[src/design/descending_sorted_insert_list_macros.svh]
// Assertion macros for the descending sorted insert list.
// Used by the top level only; needs a signal named clock and one named reset.
`ifndef DESCENDING_SORTED_INSERT_LIST_MACROS_SVH
`define DESCENDING_SORTED_INSERT_LIST_MACROS_SVH

// Same-cycle implication, disabled during reset.
`define DSIL_ASSERT_SAME(label, ante, cons, msg) \
   label: assert property (@(posedge clock) disable iff (reset) (ante) |-> (cons)) \
      else $error(msg);

// Next-cycle implication, disabled during reset.
`define DSIL_ASSERT_NEXT(label, ante, cons, msg) \
   label: assert property (@(posedge clock) disable iff (reset) (ante) |=> (cons)) \
      else $error(msg);

`endif

[src/design/dsil_pkg.sv]
// Shared constants and types for the descending sorted insert list.
// No dependencies; used by dsil_cell and descending_sorted_insert_list.
`timescale 1ns / 1ps

package dsil_pkg;

   localparam int DSIL_CAPACITY = 64;
   localparam int DATA_W        = 32;
   localparam int INDEX_W       = 6;
   localparam int COUNT_OUT_W   = 7;
   localparam int LANE_W        = 3;
   localparam int LANES         = 1 << LANE_W;
   localparam int READ_SLOTS    = 1 << INDEX_W;

   localparam logic [1:0] FUNC_INSERT = 2'd0;
   localparam logic [1:0] FUNC_READ   = 2'd1;
   localparam logic [1:0] FUNC_CLEAR  = 2'd2;

   // Insert broadcast to every cell of the chain.
   typedef struct packed {
      logic                     shift_en;
      logic signed [DATA_W-1:0] value;
   } dsil_ins_type;

endpackage

[src/design/dsil_cell.sv]
// One storage cell of the sorted chain: holds an entry, shifted from the left or inserted.
// Depends on dsil_pkg.
`timescale 1ns / 1ps

module dsil_cell #(
   parameter int INDEX = 0,
   parameter int CNT_W = 7
) (
   input  logic                             clock,
   input  dsil_pkg::dsil_ins_type           ins,
   input  logic [CNT_W-1:0]                 count,
   input  logic signed [dsil_pkg::DATA_W-1:0] left_entry,
   input  logic                             left_lt,
   output logic signed [dsil_pkg::DATA_W-1:0] entry,
   output logic                             lt
);

   logic signed [dsil_pkg::DATA_W-1:0] entry_ff;
   logic signed [dsil_pkg::DATA_W-1:0] entry_in;
   logic                               valid;

   assign valid = CNT_W'(INDEX) < count;
   assign lt    = !valid || (entry_ff < ins.value);
   assign entry = entry_ff;

   always_comb begin
      entry_in = entry_ff;
      if (ins.shift_en && lt) begin
         entry_in = left_lt ? left_entry : ins.value;
      end
   end

   always_ff @(posedge clock) begin
      entry_ff <= entry_in;
   end

endmodule
[config.mk]
export PLATFORM = sky130hd
export DESIGN_NAME = dsil_cell
export DESIGN_NICKNAME = d
export VERILOG_FILES = /design/src/design/descending_sorted_insert_list_macros.svh /design/src/design/dsil_pkg.sv /design/src/design/dsil_cell.sv
export SDC_FILE = /design/constraint.sdc
export NUM_CORES = 1
export LEC_CHECK = 0
export BUFFER_PORTS_ARGS = -buffer_cell sky130_fd_sc_hd__buf_2
export CAP_MARGIN = 15
export CORE_ASPECT_RATIO = 0.8
export CORE_UTILIZATION = 29
export CTS_CLUSTER_DIAMETER = 80
export DETAILED_ROUTE_END_ITERATION = 8
export HOLD_SLACK_MARGIN = 0.08
export PLACE_DENSITY_LB_ADDON = 0.05
export SETUP_SLACK_MARGIN = 0.5
export SLEW_MARGIN = 20
export SYNTH_ARGS = -nofsm -noshare
export SYNTH_HDL_FRONTEND = slang
export SYNTH_SLANG_ARGS = --single-unit
[constraint.sdc]
create_clock -name clock -period 4.15 [get_ports clock]
set_input_delay 0.83 -clock clock [delete_from_list [all_inputs] [get_ports clock]]
set_output_delay 0.83 -clock clock [all_outputs]
set_load 0.005 [all_outputs]
==> flow_metrics.tcl, run 1 <==
set metrics [dict create \
    status "finished, final reports clean" \
    drv_cap 0 \
    swShare_pct 29.9 \
    vias 1872 \
    wl_met2_um 2200 \
    critPathLaunchType "primary input" \
    clk_pin_slew_ns 0.07 \
    start_util_pct 30.2 \
    largest_reg_flops 32 \
    period_needed_ns 3.40 \
    power.leakage_nw 1.41 \
    fmax_ghz 0.294 \
    worst_slew_pin_slew_ns 0.993 \
    syn-cell-area_mm2 0.00210 \
    antenna_cells 0 \
    finalWeightedCongestion 0.732 \
    grt_pass1_wl_um 8440 \
    final_common_cell "buf_2" \
    p_seq_share_pct 47.3 \
    skew_ns 0.00313 \
    fillers 740 \
    top_layer_used "met4" \
    worst_path_max_delay_cell "o311a_1" \
    grt_overflow 0 \
    rsz0062_at_grt "no" \
    wl_um 5140 \
    slew_violations 0 \
    first_pass_iters 4 \
    route.detailed.wl_per_inst_um 12.4 \
    pin_count 107 \
    synth_area_per_cell_um2 9.59 \
    die_x_um 97.2 \
    grt_max_degree 64 \
    seq_area_frac_synth_pct 45.7 \
    std_cell_rows 27 \
    hpwlAfterDp_um 3930 \
    final_nets 431 \
    drt_iter0_drc 43 \
    power_mw 0.895 \
    power_frac_clock_pct 26.2 \
    combPwrFrac_pct 26.5 \
    post-route-drc-count 0 \
    end_kind "output pin" \
    area_growth_pct 34.2 \
    dr_wl_met3_um 335 \
    ir_drop_mv 0.138 \
    drive_gt1_share_pct 37.0 \
    tritoncts "built" \
    grt_pass1_vias 1804 \
    syn_nets 324 \
    ys_ff_latch 32 \
    clk_latency_ns 0.28 \
    cp_data_arrival_time_ns 2.57 \
    p_int_mw 0.627 \
    wl_met1_um 2580 \
    setup_tns_ns 0 \
    synth_cell_type_count 27 \
    core_mm2 0.00696 \
    clock-sinks 32 \
    max_stage_delay_ns 0.40 \
    yosysWarnings 0 \
    antenna_found_initial 0 \
    path_max_fanout 3 \
    cts_buffers 5 \
    port_buffers 106 \
    setup_viol 0 \
    die_area_mm2 0.00759 \
    finish.utilization_pct 40.5 \
    worstPathCellList "buf_2, inv_1, ha_1, nand4_1, o311a_1, o41ai_2, a31o_1, a21oi_1, buf_2" \
    relSlewSlack_pct 33.8 \
    power_density_mw_per_mm2 317 \
    die_h_um 78.1 \
    clockBufferDepth 2 \
    hp-class "primary input to flop" \
    hold_viol 0 \
    viasPerCell 4.52 \
    crit_required_ns 3.32 \
    h-tree-depth 2 \
    p_sw_mw 0.268 \
    track_usage_pct 14.2 \
    period_share_pct 81.9 \
    cts-root-buf "clkbuf_8" \
    mostFrequentLayoutCells "buf_2 (106), nand2_1 (41), o21ai_0 (35)" \
    cpMostUsedCell "buf_2" \
    post_cts_buffers 0 \
    syn_inst 219 \
    crit_type "primary input to output pin" \
    ant_nets 0 \
]
## timing repair
action                     CTS  global route
hold buffers                 0             0
setup endpoints to repair    0             1
gates resized for setup      0             1
hold endpoints to repair     0             0
## cells by family (layout without fill, tap and decap cells)
logic type	Yosys count	after routing	share of synthesized area (%)
DFF	32	32	45.7
AOI/OAI and AO/OA	58	58	16.0
muxes	1	1	0.536
and+or+nand+nor	57	57	12.1
adders and majority gates	31	31	18.5
buffers and inverters	40	148	7.15
## synth_stat cells
| master | count | share of area, % |
|---|---|---|
| a211oi_2 | 1 | 0.60 |
| nor4_2 | 2 | 1.2 |
| nand3_1 | 2 | 0.48 |
| inv_1 | 33 | 5.9 |
| a221oi_2 | 1 | 0.71 |
| nor2_1 | 4 | 0.71 |
| a21oi_2 | 1 | 0.42 |
| nand4_1 | 4 | 1.2 |
| a21oi_1 | 12 | 2.9 |
| a31oi_1 | 1 | 0.30 |
| nand2b_1 | 1 | 0.30 |
| a31o_1 | 1 | 0.42 |
| a211o_1 | 1 | 0.42 |
| a211oi_1 | 1 | 0.36 |
| o311a_1 | 1 | 0.48 |
| nor3_1 | 1 | 0.24 |
| o21ai_0 | 35 | 8.3 |
| o41ai_1 | 1 | 0.42 |
| clkbuf_1 | 7 | 1.3 |
| edfxtp_1 | 32 | 46 |
| nor2b_1 | 1 | 0.30 |
| or4_1 | 1 | 0.36 |
| a21o_1 | 1 | 0.36 |
| o211ai_1 | 1 | 0.36 |
| mux2_2 | 1 | 0.54 |
| ha_1 | 31 | 18 |
| nand2_1 | 41 | 7.3 |
## metrics by stage
step	setup slack, ns	cell area, µm²	instances	hold WS, ns
after floorplan	0.769	2110	219	1.02
after global placement	0.606	2730	406	1.11
after detailed placement	0.598	2730	406	1.11
after CTS	0.590	2810	414	0.811
after global routing	0.581	2820	414	0.817
final	0.751	2820	414	0.823
## power by group through the flow
stage	Sequential [mW]	Combinational [mW]	Clock, mW
after detailed placement	0.431	0.239	0
after floorplan	0.433	0.128	0
after CTS	0.424	0.240	0.246
final	0.423	0.237	0.235
after global placement	0.430	0.237	0
after global routing	0.428	0.276	0.261
## cell type report
type	count	area, µm²	area share [%]
flip-flops and latches	32	961	34.1
multi-input cells	147	1000	35.6
well taps	87	109	3.86
repair buffers	107	538	19.1
clock buffers	5	68.8	2.44
clock inverters	3	13.8	0.488
inverters	33	124	4.39
## final timing paths
check / startpoint / to / slack [ns] / cells after the start
worst max-delay path: ins[7] / lt / 0.75 / 9
worst min-delay path: left_entry[10] / entry[10] / 0.82 / 3
worst min register to register: entry[31] / entry[21] / 1.37 / 6
worst max register to register: entry[2] / entry[1] / 1.45 / 8
## layer usage
layer | GRT usage [%] | vias up
met5 | 0 | -
li1 | - | 982
met2 | 21.8 | 61
met3 | 4.19 | 2
met4 | 3.58 | 0
met1 | 19.4 | 827
## worst max-delay path, delay by kind of cell
kind | cells | cell delay, ns
compound gates | 4 | 1.07
fa+ha+maj | 1 | 0.31
simple gates | 1 | 0.10
buf+inv | 3 | 0.26
(Power assumes the default switching activity.)
==> run 2, diff against run 1 <==
Settings changed: ABC_AREA set to 1.
Clock period 4.15 ns to 3.3 ns, I/O delays scaled along.
==> flow_metrics.tcl, run 2 <==
set metrics [dict create \
    seq_area_frac_synth_pct 45.1 \
    met3_usage_pct 4.01 \
    setup_tns_ns 0 \
    ys_ff_latch 32 \
    period_needed_ns 2.64 \
    antenna_found_initial 0 \
    port_buffers 106 \
    start_util_pct 30.5 \
    critPathBufInv 3 \
    largest_reg_flops 32 \
    synth_cell_type_count 19 \
    clk_latency_ns 0.28 \
    synth_edf_count 32 \
    grt_pass1_wl_um 8030 \
    viasPerCell 4.33 \
    finalWeightedCongestion 0.698 \
    die_x_um 97.8 \
    ir_drop_mv 0.133 \
    skew_ns 0.00520 \
    period_share_pct 80.0 \
    gr-usage-met1_pct 17.9 \
    drt_iter0_drc 57 \
    track_usage_pct 13.5 \
    whs_ns 0.656 \
    r2r_slack_ns 0.98 \
    pin_count 107 \
    final_nets 454 \
    synth.top_cells.by_count "nand2_1 (60), inv_1 (41), o21ai_0 (36)" \
    cts-root-buf "clkbuf_8" \
    wl_um 5090 \
    tritoncts "built" \
    setup_viol 0 \
    netlist_top_cells_area "edfxtp_1 (45%), ha_1 (18%), nand2_1 (11%)" \
    power.leakage_nw 1.50 \
    relSlewSlack_pct 63.4 \
    hold_viol 0 \
    grt_use_met2_pct 21.1 \
    first_pass_iters 6 \
    reg2reg_to "entry[15]" \
    grt_pass1_vias 1738 \
    mostFrequentLayoutCells "buf_2 (106), nand2_1 (58), inv_1 (40)" \
    synth_area_per_cell_um2 8.84 \
    yosysTopAreaCellShare_pct 45.1 \
    worstPathCellList "buf_2, inv_1, ha_1, a21oi_1, o21ai_0, a21oi_2, nand2_2, nand2_2, nand2_1, nand2_1, nand3_2, buf_2" \
    reg2reg_from "entry[15]" \
    syn_inst 241 \
    ys.flop_type "edfxtp_1" \
    hold_depth 3 \
    clock-sinks 32 \
    fmax_ghz 0.379 \
    top_usage_layer "met2" \
    crit_required_ns 2.64 \
    max_stage_delay_ns 0.33 \
    die_area_mm2 0.00769 \
    syn-cell-area_mm2 0.00213 \
    drive_gt1_share_pct 36.0 \
    grt_overflow 0 \
    antenna_cells 0 \
    ant_nets 0 \
    grt_max_degree 33 \
    cts_buffers 5 \
    drv_cap 0 \
    yosysMostFrequentCell "nand2_1" \
    async_reset_ff_share_pct 0 \
    worstHoldStart "left_entry[4]" \
    syn_nets 346 \
    finish.utilization_pct 41.3 \
    std_cell_rows 27 \
    cp_data_arrival_time_ns 1.98 \
    worst_path_max_delay_cell "ha_1" \
    slew_violations 0 \
    holdPathEnd "entry[4]" \
    worst_slew_pin_slew_ns 0.550 \
    power_density_mw_per_mm2 378 \
    reg2regPathDepth 14 \
    yosysWarnings 0 \
    core_mm2 0.00699 \
    die_h_um 78.6 \
    crit_type "primary input to output pin" \
    end_kind "output pin" \
    holdBufCountCts 0 \
    violations "DRC" \
    post-route-drc-count 17 \
    area_growth_pct 35.7 \
    clockBufferDepth 2 \
    h-tree-depth 2 \
    clk_pin_slew_ns 0.07 \
    vias 1891 \
    crit_family "compound AO/OA/AOI/OAI gates" \
    hpwlAfterDp_um 4000 \
    final_common_cell "buf_2" \
    status "complete, but fails checks" \
    route.detailed.wl_per_inst_um 11.6 \
    path_max_fanout 2 \
    critPathLaunchType "primary input" \
    hp-class "primary input to flop" \
    yosysTopAreaCell "edfxtp_1" \
    fillers 755 \
    rsz0062_at_grt "no" \
    post_cts_buffers 0 \
]
run 2: timing repair:
item	CTS	global route
setup endpoints to repair	0	1
gates resized for setup	0	10
endpoints found under the hold margin	0	0
run 2: area by class of cell:
class | instances | area [µm²] | area share [%]
clock buffer | 7 | 76.3 | 2.64
clock inverter | 1 | 3.75 | 0.130
inverter | 42 | 158 | 5.45
multi-input combinational | 160 | 1020 | 35.5
sequential | 32 | 961 | 33.2
tap | 87 | 109 | 3.77
timing repair buffer | 108 | 558 | 19.3
run 2: worst max path at each step:
stage | startpoint | end | depth (start not counted)
floorplan | ins[31] | entry[0] | 11
CTS | ins[15] | lt | 13
global placement | ins[15] | entry[12] | 16
global route | ins[11] | lt | 12
finish | ins[13] | lt | 12
detailed placement | ins[15] | entry[14] | 16
run 2: power by group:
group / total [mW] / switching [mW] / internal (mW)
registers: 0.521 / 0.0194 / 0.502
clock network: 0.291 / 0.144 / 0.147
logic: 0.282 / 0.153 / 0.128
run 2: cell families after synthesis:
kind of cell    count (synthesis)  synth area share [%]
mux                             1                 0.529
flops                          32                  45.1
fa+ha+maj                      31                  18.2
simple gates                   76                  15.0
compound gates                 52                  12.5
buf+inv                        49                  8.64
run 2: worst reg2reg max path, stage by stage, from the launching register on:
cell	delay [ns]
edfxtp_1	0.40
ha_1	0.32
nand2_1	0.07
inv_2	0.07
nand3_4	0.07
nor3_4	0.20
nand2_1	0.08
nand2_2	0.07
nand2_2	0.06
nand2_1	0.06
nand2_1	0.05
nand3_2	0.06
nand2_1	0.05
inv_1	0.22
buf_12	0.25
run 2: routing by layer:
layer	vias to the layer above	routed length [µm]	share of wire, %
met5	-	0	0
met4	0	30	0.59
met2	60	2160	42
li1	1021	-	-
met1	808	2550	50
met3	2	346	6.8
run 2: through the flow:
step / instances / setup WS [ns] / total power, mW / instance area, µm²
after detailed placement: 429 / 0.498 / 0.807 / 2770
after global placement: 429 / 0.532 / 0.808 / 2770
after global routing: 437 / 0.495 / 1.18 / 2890
after CTS: 437 / 0.562 / 1.11 / 2850
final: 437 / 0.661 / 1.09 / 2890
after floorplan: 241 / 0.572 / 0.677 / 2130
==> run 3, diff against run 2 <==
Clock period 3.3 ns to 2.7 ns, I/O delays scaled along.
==> flow_metrics.tcl, run 3 (synthesis results as in run 2) <==
set metrics [dict create \
    cp_data_arrival_time_ns 1.90 \
    clk_latency_ns 0.28 \
    power_density_mw_per_mm2 451 \
    antenna_found_initial 0 \
    grt_max_degree 31 \
    grt_pass1_vias 1892 \
    clock-sinks 32 \
    fmax_ghz 0.410 \
    worst_path_max_delay_cell "edfxtp_1" \
    critPathBufInv 1 \
    mostFrequentLayoutCells "buf_2 (104), nand2_1 (57), o21ai_0 (32), edfxtp_1 (32), inv_1 (21)" \
    drt_iter0_drc 88 \
    critPathLaunchType "flop" \
    multiInputGateArea_mm2 0.00121 \
    rsz0062_at_grt "yes" \
    power.leakage_nw 1.52 \
    seq_area_um2 961 \
    antenna_cells 0 \
    relSlewSlack_pct 76.1 \
    cts-root-buf "clkbuf_8" \
    clockBufferDepth 2 \
    clk_pin_slew_ns 0.07 \
    dp_slack_ns 0.106 \
    die_h_um 78.6 \
    die_area_mm2 0.00769 \
    final_nets 462 \
    drv_cap 0 \
    pin_count 107 \
    fillers 722 \
    setup_viol 0 \
    largest_reg_flops 32 \
    tritoncts "built" \
    grt_overflow 0 \
    skew_ns 0.00602 \
    drive_gt1_share_pct 48.0 \
    finalWeightedCongestion 0.677 \
    ant_nets 0 \
    ir_drop_mv 0.185 \
    path_max_fanout 2 \
    vias 1920 \
    hpwlAfterDp_um 4260 \
    start_util_pct 30.5 \
    worstPathCellList "ha_4, a21oi_2, nor2_1, nor3_2, nand2_2, nand2_1, nand2_1, nand2_2, nand2_1, nand2_1, nand3_2, buf_6" \
    std_cell_rows 27 \
    cpMostUsedCell "nand2_1" \
    viasPerCell 4.31 \
    end_kind "output pin" \
    h-tree-depth 2 \
    max_stage_delay_ns 0.43 \
    grt_pass1_wl_um 8690 \
    crit_type "flop to output pin" \
    setup_slack_ns 0.263 \
    holdBufCountCts 0 \
    route.detailed.wl_per_inst_um 11.9 \
    port_buffers 106 \
    core_mm2 0.00699 \
    hold_viol 0 \
    worst_slew_pin_slew_ns 0.359 \
    period_needed_ns 2.44 \
    first_pass_iters 6 \
    crit_family "simple AND/OR/NAND/NOR gates" \
    status "complete, but fails checks" \
    violations "DRC" \
    wl_um 5310 \
    cts_buffers 5 \
    crit_required_ns 2.16 \
    final_common_cell "buf_2" \
    die_x_um 97.8 \
    post-route-drc-count 14 \
    period_share_pct 90.2 \
    hp-class "primary input to flop" \
    area_growth_pct 50.2 \
    slew_violations 0 \
    setup_tns_ns 0 \
    track_usage_pct 14.5 \
]
run 3: cell count changes in the layout (fill, tap and decap cells not counted), sizes merged:
| cell | delta |
|---|---|
| buf | +7 |
| clkinvlp | +1 |
| inv | -1 |
| clkbuf | +1 |
run 3: routing by layer:
| metal | vias to the layer above | GRT usage (%) | share of wire, % |
|---|---|---|---|
| li1 | 1045 | - | - |
| met1 | 803 | 20.2 | 51 |
| met2 | 68 | 22.1 | 41 |
| met3 | 4 | 3.92 | 7.3 |
| met4 | 0 | 4.09 | 0.70 |
| met5 | - | 0 | 0 |
run 3: what timing repair did:
item                       CTS  global route
gates resized for setup      2             8
setup buffers                2             3
gates cloned                 0             1
pin swaps                    3             5
setup endpoints to repair   27            33
run 3: layout make-up:
class,count,area share (%)
Sequential cell,32,30.0
Tap cell,87,3.40
Inverter,42,5.56
Clock inverter,1,0.117
Multi-Input combinational cell,160,37.7
Clock buffer,7,2.39
Timing Repair Buffer,116,20.8
run 3: metrics by stage:
stage	hold WS [ns]	instances	cell area, µm²	util, %	power, mW
after floorplan	0.727	241	2350	-	0.872
after global placement	0.819	431	3020	43.1	1.05
after detailed placement	0.823	431	3020	43.1	1.05
after CTS	0.526	441	3120	44.6	1.43
after global routing	0.525	445	3200	45.7	1.54
final	0.529	445	3200	45.7	1.44
run 3: worst min-delay path, delay by kind of cell:
| kind | cells | cell delay (ns) |
|---|---|---|
| buffers and inverters | 1 | 0.07 |
| AO/OA/AOI/OAI | 1 | 0.05 |
| AND/OR/NAND/NOR | 1 | 0.04 |
run 3: report_power, final:
group	internal, mW	total [mW]	switching (mW)
logic	0.220	0.431	0.211
clock network	0.180	0.361	0.181
registers	0.614	0.649	0.0347
run 3: worst paths after layout:
check / start / end / slack (ns) / cells after the start
setup / recovery: entry[5] / lt / 0.26 / 12
hold reg to reg: entry[31] / entry[5] / 1.32 / 7
setup reg to reg: entry[5] / entry[11] / 0.35 / 15
hold / removal: left_entry[27] / entry[27] / 0.53 / 3
